<file path="config.mk">
export PLATFORM = sky130hd
export DESIGN_NAME = motor_torque_limit_command_unit
export DESIGN_NICKNAME = d
export VERILOG_FILES = /design/src/sv/mtlc_pkg.sv /design/src/sv/mtlc_front.sv /design/src/sv/mtlc_queue.sv /design/src/sv/mtlc_back.sv /design/src/sv/motor_torque_limit_command_unit.sv
export SDC_FILE = /design/constraint.sdc
export NUM_CORES = 2
export LEC_CHECK = 0
export BUFFER_PORTS_ARGS = -buffer_cell sky130_fd_sc_hd__buf_2
export CAP_MARGIN = 40
export CORE_MARGIN = 10
export CORE_UTILIZATION = 65
export DETAILED_ROUTE_END_ITERATION = 7
export PLACE_DENSITY = 0.85
export REMOVE_ABC_BUFFERS = 1
export SKIP_LAST_GASP = 1
export SLEW_MARGIN = 20
export SYNTH_ARGS = -nofsm -noshare
export SYNTH_HDL_FRONTEND = slang
export SYNTH_SLANG_ARGS = --single-unit
</file>
<file path="constraint.sdc">
create_clock -name clock -period 12.15 [get_ports clock]
set_input_delay 1.215 -clock clock [delete_from_list [all_inputs] [get_ports clock]]
set_output_delay 1.215 -clock clock [all_outputs]
set_load 0.05 [all_outputs]
</file>
<file path="src/sv/mtlc_pkg.sv">
// Shared definitions for the inverter torque commander.
// Holds opcodes, frame identifiers, arithmetic constants and the job record
// passed from the front end to the back end. No dependencies.
package mtlc_pkg;

   localparam logic [2:0] OP_STORE   = 3'd0;
   localparam logic [2:0] OP_PEDAL   = 3'd1;
   localparam logic [2:0] OP_DIRECT  = 3'd2;
   localparam logic [2:0] OP_ENABLE  = 3'd3;
   localparam logic [2:0] OP_DISABLE = 3'd4;

   localparam logic [10:0] ID_VOLTAGE = 11'h0A7;
   localparam logic [10:0] ID_SPEED   = 11'h0A5;

   localparam logic CSR_AMP_PEAK    = 1'b0;
   localparam logic CSR_TORQUE_CEIL = 1'b1;

   localparam logic [7:0]  AMP_PEAK_RESET    = 8'd60;
   localparam logic [11:0] TORQUE_CEIL_RESET = 12'd230;

   // Pi in Q30; speeds below this many rpm are under 15 rad/s.
   localparam logic [31:0]        PI_Q30         = 32'd3373259426;
   localparam logic signed [15:0] SLOW_RPM_LIMIT = 16'sd144;

   localparam logic [12:0] VOLT_OFFSET    = 13'd4050;
   localparam logic signed [16:0] VOLT_FLOOR = 17'sd4150;
   localparam logic [11:0] CURRENT_FLOOR  = 12'd100;
   localparam logic [13:0] POWER_SCALE    = 14'd12000;
   localparam int          QUOT_BITS      = 18;
   localparam logic [15:0] TORQUE_SAT     = 16'd32767;

   localparam int QUEUE_DEPTH = 2;
   localparam int QUEUE_IDX_W = $clog2(QUEUE_DEPTH);

   typedef struct packed {
      logic               direct;
      logic               enable;
      logic [12:0]        pedal;
      logic [15:0]        torque;
      logic signed [15:0] voltage;
      logic signed [15:0] speed;
   } job_type;

endpackage

</file>
<file path="src/sv/mtlc_front.sv">
// Front end of the torque commander: accepts input transfers, keeps the
// frame state and enable bit, and queues torque jobs. Uses mtlc_pkg.
module mtlc_front (
   input  logic                clock,
   input  logic                reset,
   input  logic                req_valid,
   output logic                req_ready,
   input  logic [2:0]          req_opcode,
   input  logic [10:0]         req_frame_id,
   input  logic signed [15:0]  req_rx_word_low,
   input  logic signed [15:0]  req_rx_word_high,
   input  logic [12:0]         req_pedal_position,
   input  logic [15:0]         req_torque_value,
   input  logic                q_full,
   output logic                q_push,
   output mtlc_pkg::job_type   q_entry
);
   import mtlc_pkg::*;

   logic signed [15:0] voltage_ff, voltage_in;
   logic signed [15:0] speed_ff, speed_in;
   logic               enable_ff, enable_in;
   logic               accept;

   assign req_ready = !q_full;
   assign accept    = req_valid && req_ready;

   always_comb begin
      voltage_in = voltage_ff;
      speed_in   = speed_ff;
      enable_in  = enable_ff;
      q_push     = 1'b0;
      if (accept) begin
         case (req_opcode)
            OP_STORE: begin
               if (req_frame_id == ID_VOLTAGE) begin
                  voltage_in = req_rx_word_low;
               end else if (req_frame_id == ID_SPEED) begin
                  speed_in = req_rx_word_high;
               end
            end
            OP_PEDAL, OP_DIRECT: q_push = 1'b1;
            OP_ENABLE:  enable_in = 1'b1;
            OP_DISABLE: enable_in = 1'b0;
            default: ;
         endcase
      end
   end

   assign q_entry.direct  = (req_opcode == OP_DIRECT);
   assign q_entry.enable  = enable_ff;
   assign q_entry.pedal   = req_pedal_position;
   assign q_entry.torque  = req_torque_value;
   assign q_entry.voltage = voltage_ff;
   assign q_entry.speed   = speed_ff;

   always_ff @(posedge clock) begin
      if (reset) begin
         voltage_ff <= '0;
         speed_ff   <= '0;
         enable_ff  <= 1'b0;
      end else begin
         voltage_ff <= voltage_in;
         speed_ff   <= speed_in;
         enable_ff  <= enable_in;
      end
   end

endmodule

</file>
<file path="src/sv/mtlc_queue.sv">
// Short job queue between the front end and the back end.
// Register-based circular buffer of job records. Uses mtlc_pkg.
module mtlc_queue (
   input  logic               clock,
   input  logic               reset,
   input  logic               push,
   input  mtlc_pkg::job_type  push_data,
   input  logic               pop,
   output mtlc_pkg::job_type  pop_data,
   output logic               full,
   output logic               not_empty
);
   import mtlc_pkg::*;

   job_type                entries_ff [QUEUE_DEPTH];
   logic [QUEUE_IDX_W-1:0] wr_ptr_ff, wr_ptr_in;
   logic [QUEUE_IDX_W-1:0] rd_ptr_ff, rd_ptr_in;
   logic [QUEUE_IDX_W:0]   count_ff, count_in;

   assign full      = (count_ff == (QUEUE_IDX_W+1)'(QUEUE_DEPTH));
   assign not_empty = (count_ff != '0);
   assign pop_data  = entries_ff[rd_ptr_ff];

   always_comb begin
      wr_ptr_in = wr_ptr_ff;
      rd_ptr_in = rd_ptr_ff;
      count_in  = count_ff;
      if (push) begin
         wr_ptr_in = (wr_ptr_ff == QUEUE_IDX_W'(QUEUE_DEPTH - 1)) ? '0
                                                                 : wr_ptr_ff + 1'b1;
      end
      if (pop) begin
         rd_ptr_in = (rd_ptr_ff == QUEUE_IDX_W'(QUEUE_DEPTH - 1)) ? '0
                                                                 : rd_ptr_ff + 1'b1;
      end
      if (push && !pop) begin
         count_in = count_ff + 1'b1;
      end else if (pop && !push) begin
         count_in = count_ff - 1'b1;
      end
   end

   always_ff @(posedge clock) begin
      if (push) begin
         entries_ff[wr_ptr_ff] <= push_data;
      end
   end

   always_ff @(posedge clock) begin
      if (reset) begin
         wr_ptr_ff <= '0;
         rd_ptr_ff <= '0;
         count_ff  <= '0;
      end else begin
         wr_ptr_ff <= wr_ptr_in;
         rd_ptr_ff <= rd_ptr_in;
         count_ff  <= count_in;
      end
   end

endmodule

</file>
<file path="src/sv/mtlc_back.sv">
// Back end of the torque commander: derates the pedal torque with a serial
// divider and holds the result register. Uses mtlc_pkg.
module mtlc_back (
   input  logic               clock,
   input  logic               reset,
   input  logic               q_not_empty,
   input  mtlc_pkg::job_type  q_entry,
   output logic               q_pop,
   input  logic [7:0]         amp_peak,
   input  logic [11:0]        torque_ceil,
   output logic               rsp_valid,
   input  logic               rsp_ready,
   output logic signed [15:0] rsp_torque_command,
   output logic               rsp_enable_flag
);
   import mtlc_pkg::*;

   localparam logic [2:0] ST_IDLE  = 3'd0;
   localparam logic [2:0] ST_MUL   = 3'd1;
   localparam logic [2:0] ST_SCALE = 3'd2;
   localparam logic [2:0] ST_DIV   = 3'd3;
   localparam logic [2:0] ST_DONE  = 3'd4;

   logic [2:0]           state_ff, state_in;
   job_type              job_ff;
   logic [24:0]          prod_ff;
   logic [24:0]          cur_ff;
   logic [46:0]          den_ff;
   logic                 slow_ff;
   logic [16:0]          cmd_ff;
   logic [46:0]          rem_ff;
   logic [QUOT_BITS-1:0] quot_ff;
   logic [4:0]           count_ff;
   logic                 rsp_valid_ff;
   logic signed [15:0]   rsp_torque_ff;
   logic                 rsp_enable_ff;

   logic signed [16:0] volt_ext;
   logic signed [16:0] volt_limit;
   logic [11:0]        i10;
   logic [47:0]        rem_shift;
   logic               rem_ge;
   logic [17:0]        limited;
   logic [15:0]        result;
   logic               out_free;

   assign volt_ext   = {job_ff.voltage[15], job_ff.voltage};
   assign volt_limit = $signed({4'b0000, VOLT_OFFSET + 13'(amp_peak) * 13'd10});

   always_comb begin
      if (volt_ext > volt_limit) begin
         i10 = 12'(amp_peak) * 12'd10;
      end else if (volt_ext <= VOLT_FLOOR) begin
         i10 = CURRENT_FLOOR;
      end else begin
         i10 = 12'(volt_ext - $signed({4'b0000, VOLT_OFFSET}));
      end
   end

   assign rem_shift = {rem_ff, 1'b0};
   assign rem_ge    = (rem_shift >= {1'b0, den_ff});

   always_comb begin
      if (slow_ff || ({1'b0, cmd_ff} < quot_ff)) begin
         limited = {1'b0, cmd_ff};
      end else begin
         limited = quot_ff;
      end
      if (job_ff.direct) begin
         result = job_ff.torque;
      end else if (limited > 18'(TORQUE_SAT)) begin
         result = TORQUE_SAT;
      end else begin
         result = limited[15:0];
      end
   end

   assign out_free = !rsp_valid_ff || rsp_ready;
   assign q_pop    = (state_ff == ST_IDLE) && q_not_empty;

   always_comb begin
      state_in = state_ff;
      case (state_ff)
         ST_IDLE: begin
            if (q_not_empty) begin
               state_in = q_entry.direct ? ST_DONE : ST_MUL;
            end
         end
         ST_MUL:   state_in = ST_SCALE;
         ST_SCALE: state_in = slow_ff ? ST_DONE : ST_DIV;
         ST_DIV: begin
            if (count_ff == 5'(QUOT_BITS - 1)) begin
               state_in = ST_DONE;
            end
         end
         ST_DONE: begin
            if (out_free) begin
               state_in = ST_IDLE;
            end
         end
         default: state_in = ST_IDLE;
      endcase
   end

   always_ff @(posedge clock) begin
      if (q_pop) begin
         job_ff <= q_entry;
      end
      if (state_ff == ST_MUL) begin
         prod_ff <= 25'(job_ff.pedal) * 25'(torque_ceil);
         cur_ff  <= 25'(job_ff.pedal) * 25'(i10);
         den_ff  <= 47'(job_ff.speed[14:0]) * 47'(PI_Q30);
         slow_ff <= (job_ff.speed < SLOW_RPM_LIMIT);
      end
      if (state_ff == ST_SCALE) begin
         cmd_ff   <= 17'((29'(prod_ff) * 29'd10) >> 12);
         rem_ff   <= 47'(39'(cur_ff) * 39'(POWER_SCALE));
         quot_ff  <= '0;
         count_ff <= '0;
      end
      if (state_ff == ST_DIV) begin
         rem_ff   <= rem_ge ? 47'(rem_shift - {1'b0, den_ff}) : rem_shift[46:0];
         quot_ff  <= {quot_ff[QUOT_BITS-2:0], rem_ge};
         count_ff <= count_ff + 1'b1;
      end
      if ((state_ff == ST_DONE) && out_free) begin
         rsp_torque_ff <= result;
         rsp_enable_ff <= job_ff.enable;
      end
   end

   always_ff @(posedge clock) begin
      if (reset) begin
         state_ff     <= ST_IDLE;
         rsp_valid_ff <= 1'b0;
      end else begin
         state_ff <= state_in;
         if ((state_ff == ST_DONE) && out_free) begin
            rsp_valid_ff <= 1'b1;
         end else if (rsp_ready) begin
            rsp_valid_ff <= 1'b0;
         end
      end
   end

   assign rsp_valid          = rsp_valid_ff;
   assign rsp_torque_command = rsp_torque_ff;
   assign rsp_enable_flag    = rsp_enable_ff;

   a_div_only_fast: assert property (@(posedge clock) disable iff (reset)
      (state_ff == ST_DIV) |-> (!slow_ff && !job_ff.direct))
      else $error("divider running on a slow or direct job");

   a_rem_below_den: assert property (@(posedge clock) disable iff (reset)
      (state_ff == ST_DIV) |-> (rem_ff < den_ff))
      else $error("divider remainder not below divisor");

   a_result_loaded: assert property (@(posedge clock) disable iff (reset)
      ((state_ff == ST_DONE) && out_free) |=> (rsp_valid_ff && (state_ff == ST_IDLE)))
      else $error("finished job did not reach the result register");

endmodule

</file>
<file path="src/sv/motor_torque_limit_command_unit.sv">
// Top level of the inverter torque commander: configuration registers, front
// end, job queue and back end. Uses mtlc_pkg, mtlc_front, mtlc_queue, mtlc_back.
//
// Frame-store, enable and disable transfers give no result; torque requests
// are queued two deep, so the input keeps taking transfers while a result
// waits, until the queue is full. A direct torque request goes from the queue
// straight to the done state and the result register; a pedal request at or
// above 144 rpm passes the multiply, scale and 18-step serial divider states
// of the back end, and a slower one skips the divider.
module motor_torque_limit_command_unit (
   input  logic               clock,
   input  logic               reset,
   input  logic               req_valid,
   output logic               req_ready,
   input  logic [2:0]         req_opcode,
   input  logic [10:0]        req_frame_id,
   input  logic signed [15:0] req_rx_word_low,
   input  logic signed [15:0] req_rx_word_high,
   input  logic [12:0]        req_pedal_position,
   input  logic [15:0]        req_torque_value,
   output logic               rsp_valid,
   input  logic               rsp_ready,
   output logic signed [15:0] rsp_torque_command,
   output logic               rsp_enable_flag,
   input  logic               csr_write,
   input  logic               csr_index,
   input  logic [11:0]        csr_wdata
);
   import mtlc_pkg::*;

   logic [7:0]  amp_peak_ff;
   logic [11:0] torque_ceil_ff;
   logic        q_full;
   logic        q_push;
   logic        q_pop;
   logic        q_not_empty;
   job_type     push_entry;
   job_type     pop_entry;

   always_ff @(posedge clock) begin
      if (reset) begin
         amp_peak_ff    <= AMP_PEAK_RESET;
         torque_ceil_ff <= TORQUE_CEIL_RESET;
      end else if (csr_write) begin
         case (csr_index)
            CSR_AMP_PEAK:    amp_peak_ff    <= csr_wdata[7:0];
            CSR_TORQUE_CEIL: torque_ceil_ff <= csr_wdata;
            default: ;
         endcase
      end
   end

   mtlc_front u_front (
      .clock              (clock),
      .reset              (reset),
      .req_valid          (req_valid),
      .req_ready          (req_ready),
      .req_opcode         (req_opcode),
      .req_frame_id       (req_frame_id),
      .req_rx_word_low    (req_rx_word_low),
      .req_rx_word_high   (req_rx_word_high),
      .req_pedal_position (req_pedal_position),
      .req_torque_value   (req_torque_value),
      .q_full             (q_full),
      .q_push             (q_push),
      .q_entry            (push_entry)
   );

   mtlc_queue u_queue (
      .clock     (clock),
      .reset     (reset),
      .push      (q_push),
      .push_data (push_entry),
      .pop       (q_pop),
      .pop_data  (pop_entry),
      .full      (q_full),
      .not_empty (q_not_empty)
   );

   mtlc_back u_back (
      .clock              (clock),
      .reset              (reset),
      .q_not_empty        (q_not_empty),
      .q_entry            (pop_entry),
      .q_pop              (q_pop),
      .amp_peak           (amp_peak_ff),
      .torque_ceil        (torque_ceil_ff),
      .rsp_valid          (rsp_valid),
      .rsp_ready          (rsp_ready),
      .rsp_torque_command (rsp_torque_command),
      .rsp_enable_flag    (rsp_enable_flag)
   );

endmodule
</file>
==> qor.yml <==
hold_path:
  hold_class: "flop to flop"
critical_path:
  path_max_fanout: 12
  required_ps: 12530
  worstSetupPathType: "flop to flop"
  arrival_ps: 9540
  slowest_delay_ps: 540
  crit_slowest_cell: "fa_1"
  end_kind: "flop"
  worstSetupStartpointType: "flop"
  cp_common_cell: "fa_1"
timing:
  min_period_ps: 9160
  setup_tns_ps: 0
  max_freq_mhz: 109
  finalHoldViolCount: 0
  slew_headroom_pct: 41.3
  period_share_pct: 75.4
  final.setup_skew_ps: 42.7
  rsz0062_at_grt: "no"
  worst_pin_slew_ps: 880
  finalSetupViolations: 0
  drv_slew: 0
clocking:
  htree_levels: 2
  clk_pin_slew_ps: 60
  cts_resized: 0
  root_buffer: "clkbuf_16"
  clock_latency_ps: 640
  postCtsSetupBuffers: 0
  hold_buffers: 0
  cts_tree: "done"
  clock_path_buffers: 3
  clock-sinks: 451
  numCtsBuffers: 49
yosys:
  synthCells: 4133
  synth.cell_area_um2: 43300
  syn_avg_cell_area_um2: 10.5
  synth.distinct_cells: 80
  synth_enable_flop_cells: 389
  synth_flop_cell: "edfxtp_1"
  yosysMostFrequentCell: "inv_1"
  ys_warn_count: 0
  seq_area_frac_synth_pct: 29.8
  synthTopCellsByArea: "edfxtp_1, fa_1, ha_1, inv_1, nand2_1"
  ys_top_cells_by_count: "inv_1, ha_1, fa_1"
  async_flop_share_pct: 0
  synth_top_area_cell: "edfxtp_1"
  synth_seq_cells: 451
  synth_top_area_share_pct: 26.9
floorplan:
  die_area_um2: 77400
  initial_core_util_pct: 65.7
  fp.dieH_um: 278
  fp.coreArea_um2: 66000
  fp-row-count: 94
  die_w_um: 278
  ioPinCount: 112
placement:
  place.gp.congestion: 0.954
  portBuffers: 111
  place_area_um2: 44800
  hpwl_mm: 76.6
global_routing:
  grt_use_total_pct: 25.8
  grt_pass1_wl_mm: 163
  grt_start_max_net_pins: 63
  antenna_found_initial: 3
  grt_overflow: 0
  grt_pass1_vias: 32000
routing:
  wl_per_cell_um: 19.4
  drt_wl_total_mm: 99.2
  viasPerCell: 5.94
  ant_nets: 0
  drt_first_iter_violations: 2431
  vias: 30500
  drc: 0
  drtPass1Iterations: 5
final_layout:
  n_antenna_cell: 0
  multi_input_area_um2: 27300
  fillers: 4458
  seq_area_um2: 12900
  layout-drive-gt1-share_pct: 7.58
  syn_to_final_growth_pct: 7.15
  fin_area_um2: 46400
  nets: 5315
run_status:
  status: "completed"
flow_run:
  cap_violations: 0
-- layout make-up --
class | count | area share (%)
Tap cell | 864 | 2.33
Clock inverter | 22 | 0.506
Inverter | 717 | 5.79
Sequential cell | 451 | 27.8
Multi-Input combinational cell | 2854 | 58.8
Timing Repair Buffer | 145 | 1.84
Clock buffer | 70 | 2.90
-- path summary, 6_finish.rpt --
path                                from                               end  slack, ps  depth (start not counted)
min          u_back.job_ff[61]$_DFFE_PP_  u_back.rsp_enable_flag$_DFFE_PP_        420                          0
min reg2reg  u_back.job_ff[61]$_DFFE_PP_  u_back.rsp_enable_flag$_DFFE_PP_        420                          0
max          amp_peak_ff[1]$_SDFFE_PP0P_       u_back.cur_ff[19]$_DFFE_PP_       2990                         35
max reg2reg  amp_peak_ff[1]$_SDFFE_PP0P_       u_back.cur_ff[19]$_DFFE_PP_       2990                         35
-- logic make-up after synthesis --
kind of cell	Yosys count	share of synthesized area, %
adders and majority gates	1004	37.2
and+or+nand+nor	974	10.6
buffers and inverters	828	7.26
AOI/OAI and AO/OA	598	8.98
DFF	451	29.8
xor gates and xnor gates	169	3.41
muxes	109	2.72
-- critical path, delay by kind of cell (launching register included) --
kind	cells	cell delay, ps
muxes	1	390
and+or+nand+nor	6	870
DFF	1	390
xor gates and xnor gates	3	600
adders and majority gates	10	4080
buffers and inverters	5	640
AOI/OAI and AO/OA	10	1910
-- metal layers --
metal / vias up / GRT usage [%] / share of wire (%)
li1: 14000 / - / -
met1: 15000 / 33.7 / 41
met2: 1202 / 43.4 / 48
met3: 237 / 3.87 / 7.4
met4: 6 / 9.29 / 3.3
met5: - / 0 / 0.040
-- flip-flops by register name, summed over array words and instances, names as in the netlist, 5 cells and up, named ones only --
name                       count
u_back.rsp_torque_command     16
u_queue.entries_ff           126
u_back.job_ff                 63
u_back.prod_ff                25
amp_peak_ff                    8
u_back.cmd_ff                 17
u_front.voltage_ff            16
u_back.quot_ff                18
u_back.rem_ff                 46
u_back.cur_ff                 25
torque_ceil_ff                12
u_back.count_ff                5
u_back.den_ff                 46
u_front.speed_ff              16
-- per-stage QoR --
| stage | cells | utilization (%) | hold WS (ps) | setup slack (ps) |
|---|---|---|---|---|
| after CTS | 5121 | 70.4 | 422 | 3040 |
| after global routing | 5123 | 70.4 | 450 | 2310 |
| final | 5123 | 70.4 | 419 | 2990 |
| after detailed placement | 5029 | 68.0 | 410 | 3050 |
| after global placement | 5024 | 67.9 | 425 | 3320 |
| after floorplan | 4022 | - | 400 | 3050 |
-- cells in the final DEF, fill, tap and decap left out, types with 66 or more instances in the layout --
| cell | netlist | final |
|---|---|---|
| nor2_1 | 164 | 162 |
| o21ai_0 | 89 | 89 |
| edfxtp_1 | 389 | 389 |
| and2_1 | 125 | 124 |
| a21o_1 | 70 | 70 |
| nand2_1 | 425 | 424 |
| mux2_2 | 72 | 72 |
| inv_1 | 717 | 717 |
| xor2_1 | 66 | 66 |
| ha_1 | 530 | 530 |
| a21oi_1 | 197 | 197 |
| xnor2_1 | 103 | 103 |
| buf_2 | 2 | 111 |
| fa_1 | 474 | 474 |
Power is left out: the tool's default activity adds up to more than one toggle a clock period on the data nets, which glitch-free logic cannot reach.
